### config.mk
export PLATFORM = sky130hd
export DESIGN_NAME = pok_cordic
export DESIGN_NICKNAME = d
export VERILOG_FILES = /design/src/rtl/pok_pkg.sv /design/src/rtl/pok_cordic.sv
export SDC_FILE = /design/constraint.sdc
export NUM_CORES = 1
export LEC_CHECK = 0
export BUFFER_PORTS_ARGS = -buffer_cell sky130_fd_sc_hd__buf_4
export CAP_MARGIN = 20
export CORE_MARGIN = 2
export CORE_UTILIZATION = 40
export CTS_BUF_LIST = sky130_fd_sc_hd__clkbuf_4
export DETAILED_ROUTE_END_ITERATION = 8
export GPL_ROUTABILITY_DRIVEN = 1
export HOLD_SLACK_MARGIN = 0.1
export PLACE_DENSITY = 0.63
export SLEW_MARGIN = 15
export SYNTH_ARGS = -nofsm -noshare
export SYNTH_HDL_FRONTEND = slang
export SYNTH_SLANG_ARGS = --single-unit
### constraint.sdc
create_clock -name clk -period 6.9 [get_ports clk]
set_clock_uncertainty 0.2 [all_clocks]
set_input_delay 0 -clock clk [delete_from_list [all_inputs] [get_ports clk]]
set_output_delay 0 -clock clk [all_outputs]
set_load 0.1 [all_outputs]
### src/rtl/pok_pkg.sv
// ----------------------------------------------------------------------------
// pok_pkg: shared types, constants and helpers for the kinematics block
// Holds the CORDIC constants, the arctangent table, the rounding and
// saturation helpers and the skew-matrix lookup used by the datapath.
// ----------------------------------------------------------------------------
`default_nettype none

package pok_pkg;

  // Default configuration of the block.
  localparam int CORDIC_STEPS_DEF = 16;
  localparam int FRAC_BITS_DEF    = 16;
  localparam int ATAN_LEN         = 30;

  // Q30 constants of the sine and cosine unit.
  localparam logic signed [63:0] ONE30    = 64'sd1073741824;
  localparam logic signed [63:0] PI30     = 64'sd3373259426;
  localparam logic signed [63:0] HALFPI30 = 64'sd1686629713;
  localparam logic signed [63:0] GAIN30   = 64'sd652032874;

  // Result handed from the sine and cosine unit to the sequencer.
  typedef struct packed {
    logic               done;
    logic signed [31:0] sin_q30;
    logic signed [31:0] cos_q30;
  } cordic_res_t;

  // Arctangent of 2^-i in Q30.
  function automatic logic signed [31:0] atan_q30(input logic [4:0] idx);
    logic signed [31:0] val;
    case (idx)
      5'd0:  val = 32'sd843314857;
      5'd1:  val = 32'sd497837829;
      5'd2:  val = 32'sd263043837;
      5'd3:  val = 32'sd133525159;
      5'd4:  val = 32'sd67021687;
      5'd5:  val = 32'sd33543516;
      5'd6:  val = 32'sd16775851;
      5'd7:  val = 32'sd8388437;
      5'd8:  val = 32'sd4194283;
      5'd9:  val = 32'sd2097149;
      5'd10: val = 32'sd1048576;
      5'd11: val = 32'sd524288;
      5'd12: val = 32'sd262144;
      5'd13: val = 32'sd131072;
      5'd14: val = 32'sd65536;
      5'd15: val = 32'sd32768;
      5'd16: val = 32'sd16384;
      5'd17: val = 32'sd8192;
      5'd18: val = 32'sd4096;
      5'd19: val = 32'sd2048;
      5'd20: val = 32'sd1024;
      5'd21: val = 32'sd512;
      5'd22: val = 32'sd256;
      5'd23: val = 32'sd128;
      5'd24: val = 32'sd64;
      5'd25: val = 32'sd32;
      5'd26: val = 32'sd16;
      5'd27: val = 32'sd8;
      5'd28: val = 32'sd4;
      5'd29: val = 32'sd2;
      default: val = 32'sd0;
    endcase
    return val;
  endfunction

  // Arithmetic right shift that rounds half up.
  function automatic logic signed [63:0] rshr(input logic signed [63:0] v,
                                              input int unsigned sh);
    logic signed [63:0] rnd;
    rnd = 64'sd0;
    if (sh == 0) begin
      return v;
    end
    rnd = 64'sd1 <<< (sh - 1);
    return (v + rnd) >>> sh;
  endfunction

  // Clamp to the signed 32 bit range.
  function automatic logic signed [31:0] sat32(input logic signed [63:0] v);
    logic signed [31:0] r;
    if (v > 64'sd2147483647) begin
      r = 32'sh7fffffff;
    end else if (v < -64'sd2147483648) begin
      r = 32'sh80000000;
    end else begin
      r = v[31:0];
    end
    return r;
  endfunction

  // Entry (i, j) of the skew matrix of the axis, Q14.
  function automatic logic signed [16:0] skew(input logic signed [15:0] w0,
                                              input logic signed [15:0] w1,
                                              input logic signed [15:0] w2,
                                              input logic [1:0] i,
                                              input logic [1:0] j);
    logic signed [16:0] r;
    case ({i, j})
      4'b0001: r = -17'(w2);
      4'b0010: r = 17'(w1);
      4'b0100: r = 17'(w2);
      4'b0110: r = -17'(w0);
      4'b1000: r = -17'(w1);
      4'b1001: r = 17'(w0);
      default: r = 17'sd0;
    endcase
    return r;
  endfunction

endpackage

`default_nettype wire

### src/rtl/pok_cordic.sv
// ----------------------------------------------------------------------------
// pok_cordic: iterative sine and cosine unit
// Rotation-mode CORDIC in Q30, one micro-rotation per cycle, with quadrant
// folding for angles beyond a quarter turn and a final clamp to [-1, 1].
// ----------------------------------------------------------------------------
`default_nettype none

module pok_cordic #(
  parameter int CORDIC_STEPS = pok_pkg::CORDIC_STEPS_DEF
) (
  input  wire logic               clk,
  input  wire logic               rst_n,
  input  wire logic               start,
  input  wire logic signed [15:0] angle,
  output pok_pkg::cordic_res_t    res
);

  localparam int IW = (CORDIC_STEPS > 1) ? $clog2(CORDIC_STEPS) : 1;
  localparam logic [IW-1:0] LAST_IT = IW'(CORDIC_STEPS - 1);

  logic               busy_r, busy_nxt;
  logic               fin_r, fin_nxt;
  logic               done_r, done_nxt;
  logic               flip_r, flip_nxt;
  logic [IW-1:0]      it_r, it_nxt;
  logic signed [33:0] x_r, x_nxt;
  logic signed [33:0] y_r, y_nxt;
  logic signed [35:0] z_r, z_nxt;
  logic signed [31:0] sin_r, sin_nxt;
  logic signed [31:0] cos_r, cos_nxt;

  logic signed [35:0] ang;
  logic signed [33:0] dx, dy;
  logic signed [35:0] at;
  logic signed [33:0] xc, yc;

  // Angle in Q30 and the current micro-rotation terms.
  always_comb begin
    ang = 36'(angle) <<< 17;
    dx  = y_r >>> it_r;
    dy  = x_r >>> it_r;
    at  = 36'(pok_pkg::atan_q30(5'(it_r)));
  end

  // Clamp of the final vector to the unit range.
  always_comb begin
    if (x_r > 34'(pok_pkg::ONE30)) begin
      xc = 34'(pok_pkg::ONE30);
    end else if (x_r < -34'(pok_pkg::ONE30)) begin
      xc = -34'(pok_pkg::ONE30);
    end else begin
      xc = x_r;
    end
    if (y_r > 34'(pok_pkg::ONE30)) begin
      yc = 34'(pok_pkg::ONE30);
    end else if (y_r < -34'(pok_pkg::ONE30)) begin
      yc = -34'(pok_pkg::ONE30);
    end else begin
      yc = y_r;
    end
  end

  // Iteration control and datapath.
  always_comb begin
    busy_nxt = busy_r;
    fin_nxt  = 1'b0;
    done_nxt = 1'b0;
    flip_nxt = flip_r;
    it_nxt   = it_r;
    x_nxt    = x_r;
    y_nxt    = y_r;
    z_nxt    = z_r;
    sin_nxt  = sin_r;
    cos_nxt  = cos_r;
    if (start) begin
      busy_nxt = 1'b1;
      it_nxt   = '0;
      x_nxt    = 34'(pok_pkg::GAIN30);
      y_nxt    = 34'sd0;
      if (ang > 36'(pok_pkg::HALFPI30)) begin
        z_nxt    = ang - 36'(pok_pkg::PI30);
        flip_nxt = 1'b1;
      end else if (ang < -36'(pok_pkg::HALFPI30)) begin
        z_nxt    = ang + 36'(pok_pkg::PI30);
        flip_nxt = 1'b1;
      end else begin
        z_nxt    = ang;
        flip_nxt = 1'b0;
      end
    end else if (busy_r) begin
      if (!z_r[35]) begin
        x_nxt = x_r - dx;
        y_nxt = y_r + dy;
        z_nxt = z_r - at;
      end else begin
        x_nxt = x_r + dx;
        y_nxt = y_r - dy;
        z_nxt = z_r + at;
      end
      if (it_r == LAST_IT) begin
        busy_nxt = 1'b0;
        fin_nxt  = 1'b1;
      end else begin
        it_nxt = it_r + 1'b1;
      end
    end else if (fin_r) begin
      sin_nxt  = flip_r ? -32'(yc) : 32'(yc);
      cos_nxt  = flip_r ? -32'(xc) : 32'(xc);
      done_nxt = 1'b1;
    end
  end

  // Control registers.
  always_ff @(posedge clk) begin
    if (!rst_n) begin
      busy_r <= 1'b0;
      fin_r  <= 1'b0;
      done_r <= 1'b0;
    end else begin
      busy_r <= busy_nxt;
      fin_r  <= fin_nxt;
      done_r <= done_nxt;
    end
  end

  // Datapath registers.
  always_ff @(posedge clk) begin
    flip_r <= flip_nxt;
    it_r   <= it_nxt;
    x_r    <= x_nxt;
    y_r    <= y_nxt;
    z_r    <= z_nxt;
    sin_r  <= sin_nxt;
    cos_r  <= cos_nxt;
  end

  assign res.done    = done_r;
  assign res.sin_q30 = sin_r;
  assign res.cos_q30 = cos_r;

  // A result never appears while the rotation is still running.
  assert property (@(posedge clk) disable iff (!rst_n) done_r |-> !busy_r)
    else $error("cordic result raised while iterating");
  // Finishing always follows the last micro-rotation.
  assert property (@(posedge clk) disable iff (!rst_n)
    busy_r && !start && it_r == LAST_IT |=> fin_r)
    else $error("cordic did not finish after last step");
  // The finish cycle is followed by the result pulse.
  assert property (@(posedge clk) disable iff (!rst_n) fin_r |=> done_r)
    else $error("cordic result missing after finish");

endmodule

`default_nettype wire

==> results of run 1 <==
-- cell families after synthesis --
logic type	count (synthesis)	share of synthesized area, %
simple gates	779	17.64
compound gates	749	23.18
buf+inv	264	5.143
flops	204	24.49
fa+ha+maj	120	7.327
xor+xnor	215	9.053
mux	207	13.16
-- worst min path at each step --
stage	slack [ns]	to	depth (start not counted)	start
detailed placement	0.06	done_r	2	rst_n
global placement	0.05	done_r	2	rst_n
floorplan	-0.09	flip_r	0	start
CTS	0.11	flip_r	4	angle[15]
finish	0.19	z_r[21]	6	angle[4]
global route	0.19	flip_r	4	angle[15]
-- cell usage in the layout (no fill, tap or decap), types with 55 or more instances in the layout --
cell type,count
sky130_fd_sc_hd__a21oi_1,193
sky130_fd_sc_hd__buf_4,162
sky130_fd_sc_hd__clkbuf_4,84
sky130_fd_sc_hd__dfxtp_1,98
sky130_fd_sc_hd__dlygate4sd3_1,56
sky130_fd_sc_hd__edfxtp_1,101
sky130_fd_sc_hd__ha_1,117
sky130_fd_sc_hd__inv_1,72
sky130_fd_sc_hd__mux2i_1,110
sky130_fd_sc_hd__nand2_1,216
sky130_fd_sc_hd__nor2_1,270
sky130_fd_sc_hd__nor3_1,55
sky130_fd_sc_hd__o21ai_0,166
sky130_fd_sc_hd__xnor2_1,104
sky130_fd_sc_hd__xor2_1,111
-- area by class of cell --
type,instances,area share [%]
Antenna cell,2,0.02130
Clock buffer,84,2.684
Clock inverter,27,0.5805
Inverter,74,1.182
Multi-Input combinational cell,2070,62.36
Sequential cell,204,21.74
Tap cell,680,3.622
Timing Repair Buffer,221,7.818
-- flip-flops by register name (all words and copies together), names as in the netlist --
name,flops
cos_r,32
x_r,34
busy_r,1
fin_r,1
y_r,34
it_r,4
z_r,36
sin_r,32
flip_r,1
done_r,1
at,28
-- through the flow --
step / instances / utilization (%) / hold slack, ns / total power, mW
after floorplan: 2538 / - / -0.08750 / 9.661
after global routing: 3361 / 45.70 / 0.1866 / 14.60
after detailed placement: 3192 / 43.07 / 0.05869 / 12.01
after CTS: 3359 / 45.65 / 0.1075 / 13.31
final: 3362 / 45.70 / 0.1936 / 13.42
after global placement: 3192 / 43.07 / 0.05300 / 11.87
-- power breakdown --
part / switching, mW / internal [mW]
combinational: 5.74 / 4.24
sequential: 0.545 / 1.74
clock: 0.562 / 0.599
total: 6.85 / 6.57
-- per-layer routing --
metal / vias up / GRT usage, %
li1: 9608 / -
met1: 9689 / 31.17
met2: 839 / 42.98
met3: 187 / 2.849
met4: 0 / 13.10
met5: - / 0
-- tightest hold or removal path, stage by stage --
cell and delay (ns):
sky130_fd_sc_hd__dlygate4sd3_1 0.52, sky130_fd_sc_hd__buf_4 0.14, sky130_fd_sc_hd__inv_1 0.07, sky130_fd_sc_hd__xnor2_1 0.14
sky130_fd_sc_hd__o211ai_1 0.07, sky130_fd_sc_hd__o21ai_0 0.08
-- what timing repair did --
action	4_1_cts	5_1_grt
hold endpoints to repair	104	0
hold buffers	56	0
buffers inserted	0	1
endpoints found under the setup margin	0	2
==> results_dict.tcl, run 1 <==
set metrics [dict create \
    timing.final.max_slew_violations 0 \
    layout.nets 2769 \
    critical_path_buf_inv_count 2 \
    routed.top_layer "met4" \
    achievable-frequency_mhz 153.5 \
    worstSetupStartpoint "it_r[1]" \
    synth_area_leader_cell "sky130_fd_sc_hd__edfxtp_1" \
    n_fill_cell 5016 \
    row_count 83 \
    seq_area_frac_synth_pct 24.49 \
    routed_wirelength_um 69320 \
    met3_wirelength_um 4580 \
    dr.pass1.iters 6 \
    slowest_stage "sky130_fd_sc_hd__dfxtp_4" \
    synth.cell_area_um2 20800 \
    synthTopCellsByCount "sky130_fd_sc_hd__nor2_1, sky130_fd_sc_hd__nand2_1, sky130_fd_sc_hd__a21oi_1" \
    crit-reg2reg-launch "it_r[1]" \
    grt_pass1_vias 19583 \
    die-height_um 232.0 \
    seq_cells_post_synth 204 \
    clk_pin_slew_ns 0.07 \
    syn_inst 2538 \
    io_buffer_count 83 \
    grt_antenna_before_repair 4 \
    peakVddDrop_mv 0.2804 \
    post_synth_arst_share_pct 0 \
    hold_class "input port to flip-flop" \
    antenna_violating_nets_post_route 0 \
    power.static_leakage_nw 9.607 \
    clock-root-buffer "sky130_fd_sc_hd__clkbuf_4" \
    global_route_wire_length_before_repair_um 107200 \
    layout_setup_ws_ns 0.3845 \
    starting_utilization_of_the_core_area_pct 40.46 \
    synthMostInstantiatedCell "sky130_fd_sc_hd__nor2_1" \
    post_route_cells_drive_above_1_share_pct 14.66 \
    critical_path.most_common_cell "sky130_fd_sc_hd__nor2_1" \
    cells_taking_the_most_area_after_synthesis "sky130_fd_sc_hd__edfxtp_1, sky130_fd_sc_hd__dfxtp_1, sky130_fd_sc_hd__ha_1" \
    worst-path-max-fanout 39 \
    post-route-period-util_pct 94.43 \
    worstReg2RegEnd "y_r[33]" \
    drc 0 \
    cts_resized 0 \
    core-area_um2 51410 \
    worstPathCellList "buf_12 > mux2i_1 > mux4_2 > nand2_1 > o22ai_1 > nand4b_2 > nor2_1 > and3_1 > nor2_1 > xor2_1 > ha_1 > and3_1 > a311oi_1 > a2111oi_0 > buf_4 > nor2_1 > o31a_1 > a311oi_1 > mux2i_1 > mux2_1" \
    crit_path_max_incr_delay_ns 0.66 \
    cts_inserted_buffers 59 \
    clock_sinks 204 \
    route.met2.wl_um 33030 \
    max_slew_margin_pct 28.42 \
    worst_case_register_to_register_setup_slack_ns 0.38 \
    min_cycle_time_layout_ns 6.516 \
    power_density_nw_per_um2 571.3 \
    worst-setup-path-type "flip-flop to flip-flop" \
    reg2regPathDepth 20 \
    cts.path.max_buffers 3 \
    flow.area_growth_from_synthesis_pct 12.94 \
    overflow_left_after_global_routing 0 \
    detailed_place.area_um2 22140 \
    cts.htree.levels 2 \
    post-route-cell-area_um2 23490 \
    multi_input_comb_area_um2 14650 \
    req_time_crit_path_ns 7.34 \
    clock_tree_from_tritoncts "yes" \
    post_drt_via_cell_ratio 6.045 \
    synth_cell_type_count 89 \
    detail_route.iter0.violations 1627 \
    area.sequential_um2 5106 \
    fp.dieArea_um2 53840 \
    synth_edf_count 101 \
    grt_start_max_net_pins 70 \
    endpoint_kind "flip-flop" \
    tightest_slew_ns 1.074 \
    arrival_ns 6.96 \
    worstSkewPairLatency_ns 0.81 \
    worst_setup_path_endpoint "y_r[33]" \
    final_number_of_hold_violating_endpoints 0 \
    finalSetupTns_ns 0 \
    grt_usage_pct 25.17 \
    worst_path_dominant_cell_family "compound AO/OA/AOI/OAI gates" \
    drv_cap 0 \
    vias 20323 \
    gpl.final_weighted_congestion 0.9858 \
    synthesized_nets 2677 \
    postSynthAreaPerCell_um2 8.195 \
    synth.yosys.warnings 0 \
    rsz0062_at_grt "false" \
    dominantRegCellSynth "sky130_fd_sc_hd__dfxtp_1" \
    wire_length_on_met1_um 28370 \
    setup_viol_count_final 0 \
    fp.dieW_um 232.0 \
    crit_cells 20 \
    timing.critical_path.from_type "flip-flop" \
    floorplan.io_pins 84 \
    detailed_place_hpwl_um 50750 \
    route.detailed.wl_per_inst_um 20.62 \
    place_ws_ns 0.5187 \
    run_status "finished, final reports clean" \
    yosys.area.top_type_share_pct 14.58 \
]
No activity file was read; power rests on OpenSTA's default activity.
==> inputs of run 2 (changes only) <==
Settings changed: PLACE_DENSITY 0.63 to 0.64.
==> results_dict.tcl, run 2 (synthesis results as in run 1) <==
set metrics [dict create \
    min_cycle_time_layout_ns 6.508 \
    detailed_place.area_um2 22120 \
    final_common_cell "sky130_fd_sc_hd__nor2_1" \
    peakVddDrop_mv 0.2947 \
    worstSkewPairLatency_ns 0.83 \
    clk_pin_slew_ns 0.07 \
    row_count 83 \
    vias 20286 \
    critical_path_buf_inv_count 2 \
    hold_path_depth 5 \
    hold_end "z_r[20]" \
    layout.nets 2765 \
    routed_wirelength_um 68690 \
    cts.htree.levels 2 \
    cts_inserted_buffers 61 \
    detailed_place_hpwl_um 49520 \
    achievable-frequency_mhz 153.6 \
    worst-path-max-fanout 37 \
    overflow_left_after_global_routing 0 \
    timing.final.max_slew_violations 0 \
    worstHoldStart "angle[3]" \
    reg2regPathDepth 21 \
    worstPathCellList "buf_4 > mux2_2 > a221oi_1 > a22oi_1 > or3_1 > a21boi_1 > buf_4 > and2_1 > a21oi_1 > xnor2_1 > ha_1 > nand3_1 > nor2_1 > a221oi_1 > o21ai_0 > a31o_2 > a221o_1 > a31o_2 > a31o_2 > mux2i_1 > mux2_1" \
    core-area_um2 51410 \
    timing.critical_path.from_type "flip-flop" \
    grt_pass1_vias 19605 \
    tightest_slew_ns 0.9309 \
    req_time_crit_path_ns 7.37 \
    dr.pass1.iters 6 \
    worst-setup-path-type "flip-flop to flip-flop" \
    registers.top_by_ff_count "z_r" \
    grt_start_max_net_pins 70 \
    fp.dieW_um 232.0 \
    worst_case_register_to_register_setup_slack_ns 0.39 \
    gpl.final_weighted_congestion 0.9850 \
    cts.path.max_buffers 3 \
    slowest_stage "sky130_fd_sc_hd__dfxtp_4" \
    max_slew_margin_pct 37.71 \
    largest_register_ff_count 36 \
    reg.largest.list "z_r: 36 flops, x_r: 34 flops, y_r: 34 flops" \
    post-route-period-util_pct 94.33 \
    clock-root-buffer "sky130_fd_sc_hd__clkbuf_4" \
    fp.dieArea_um2 53840 \
    power.static_leakage_nw 9.628 \
    finalSetupTns_ns 0 \
    drc 0 \
    starting_utilization_of_the_core_area_pct 40.46 \
    crit_path_max_incr_delay_ns 0.67 \
    worst_path_dominant_cell_family "compound AO/OA/AOI/OAI gates" \
    final_number_of_hold_violating_endpoints 0 \
    post_route_cells_drive_above_1_share_pct 14.82 \
    drv_cap 0 \
    critical_path.most_common_cell "sky130_fd_sc_hd__a31o_2" \
    grt_antenna_before_repair 3 \
    power.total_mw 13.49 \
    route.detailed.wl_per_inst_um 20.44 \
    clock_tree_from_tritoncts "yes" \
    most_frequent_cells_in_the_layout "sky130_fd_sc_hd__nor2_1, sky130_fd_sc_hd__nand2_1, sky130_fd_sc_hd__a21oi_1, sky130_fd_sc_hd__o21ai_0, sky130_fd_sc_hd__buf_4" \
    power_density_nw_per_um2 573.9 \
    endpoint_kind "flip-flop" \
    post_drt_via_cell_ratio 6.036 \
    setup_viol_count_final 0 \
    crit-reg2reg-launch "it_r[1]" \
    flow.area_growth_from_synthesis_pct 13.03 \
    io_buffer_count 83 \
    post-route-cell-area_um2 23510 \
    floorplan.io_pins 84 \
    antenna_violating_nets_post_route 0 \
    hold_class "input port to flip-flop" \
    die-height_um 232.0 \
    worstReg2RegEnd "x_r[33]" \
    rsz0062_at_grt "false" \
    arrival_ns 6.98 \
    global_route_wire_length_before_repair_um 106900 \
    grt_usage_pct 25.08 \
    clock_sinks 204 \
    run_status "finished, final reports clean" \
    detail_route.iter0.violations 1603 \
]
-- run 2: final cells by class --
cell class,count,area [µm²]
fillers,4998,27900
multi-input cells,2070,14650
flip-flops and latches,204,5106
repair buffers,215,1792
well taps,680,850.8
clock buffers,79,593.1
inverters,74,277.8
clock inverters,37,235.2
diodes,2,5.005
-- run 2: timing repair --
action | in CTS | in global routing
gates resized for setup | 0 | 2
endpoints found under the hold margin | 136 | 0
endpoints found under the setup margin | 0 | 3
setup buffers | 0 | 1
hold buffers | 53 | 0
-- run 2: worst max-delay path by stage --
stage,cells after the start,from,slack [ns],end
5_1_grt,21,it_r[1],0.03,x_r[33]
4_1_cts,18,it_r[0],0.33,y_r[33]
3_5_place_dp,18,it_r[0],0.41,y_r[33]
6_report,21,it_r[1],0.39,x_r[33]
3_3_place_gp,20,it_r[0],0.51,y_r[33]
2_1_floorplan,24,it_r[3],0.65,x_r[33]
-- run 2: report_power, final --
| group | total, mW | internal (mW) | switching [mW] |
|---|---|---|---|
| sequential | 2.21 | 1.74 | 0.470 |
| combinational | 10.0 | 4.21 | 5.81 |
| clock | 1.27 | 0.657 | 0.611 |
| total | 13.5 | 6.60 | 6.89 |
-- run 2: tightest hold or removal path: cells and delay by family --
kind	cells	cell delay, ns
compound gates	1	0.17
buf+inv	3	0.78
xor+xnor	1	0.10
-- run 2: through the flow --
step | hold slack [ns] | util [%] | setup WS, ns | instances
2_1_floorplan | -0.08750 | - | 0.6512 | 2538
3_3_place_gp | 0.05047 | 43.03 | 0.5136 | 3189
3_5_place_dp | 0.05913 | 43.03 | 0.4085 | 3189
4_1_cts | 0.1319 | 45.67 | 0.3272 | 3358
6_report | 0.2125 | 45.73 | 0.3915 | 3361
5_1_grt | 0.2470 | 45.73 | 0.02785 | 3361
-- run 2: layer usage --
metal  share of wire, %  global-route usage, %  vias up
met5                  0                      0        -
met4                6.1                  14.68        0
met3                7.0                  4.912      235
met2                 46                  41.62      809
met1                 41                  30.14     9648
li1                   -                      -     9594
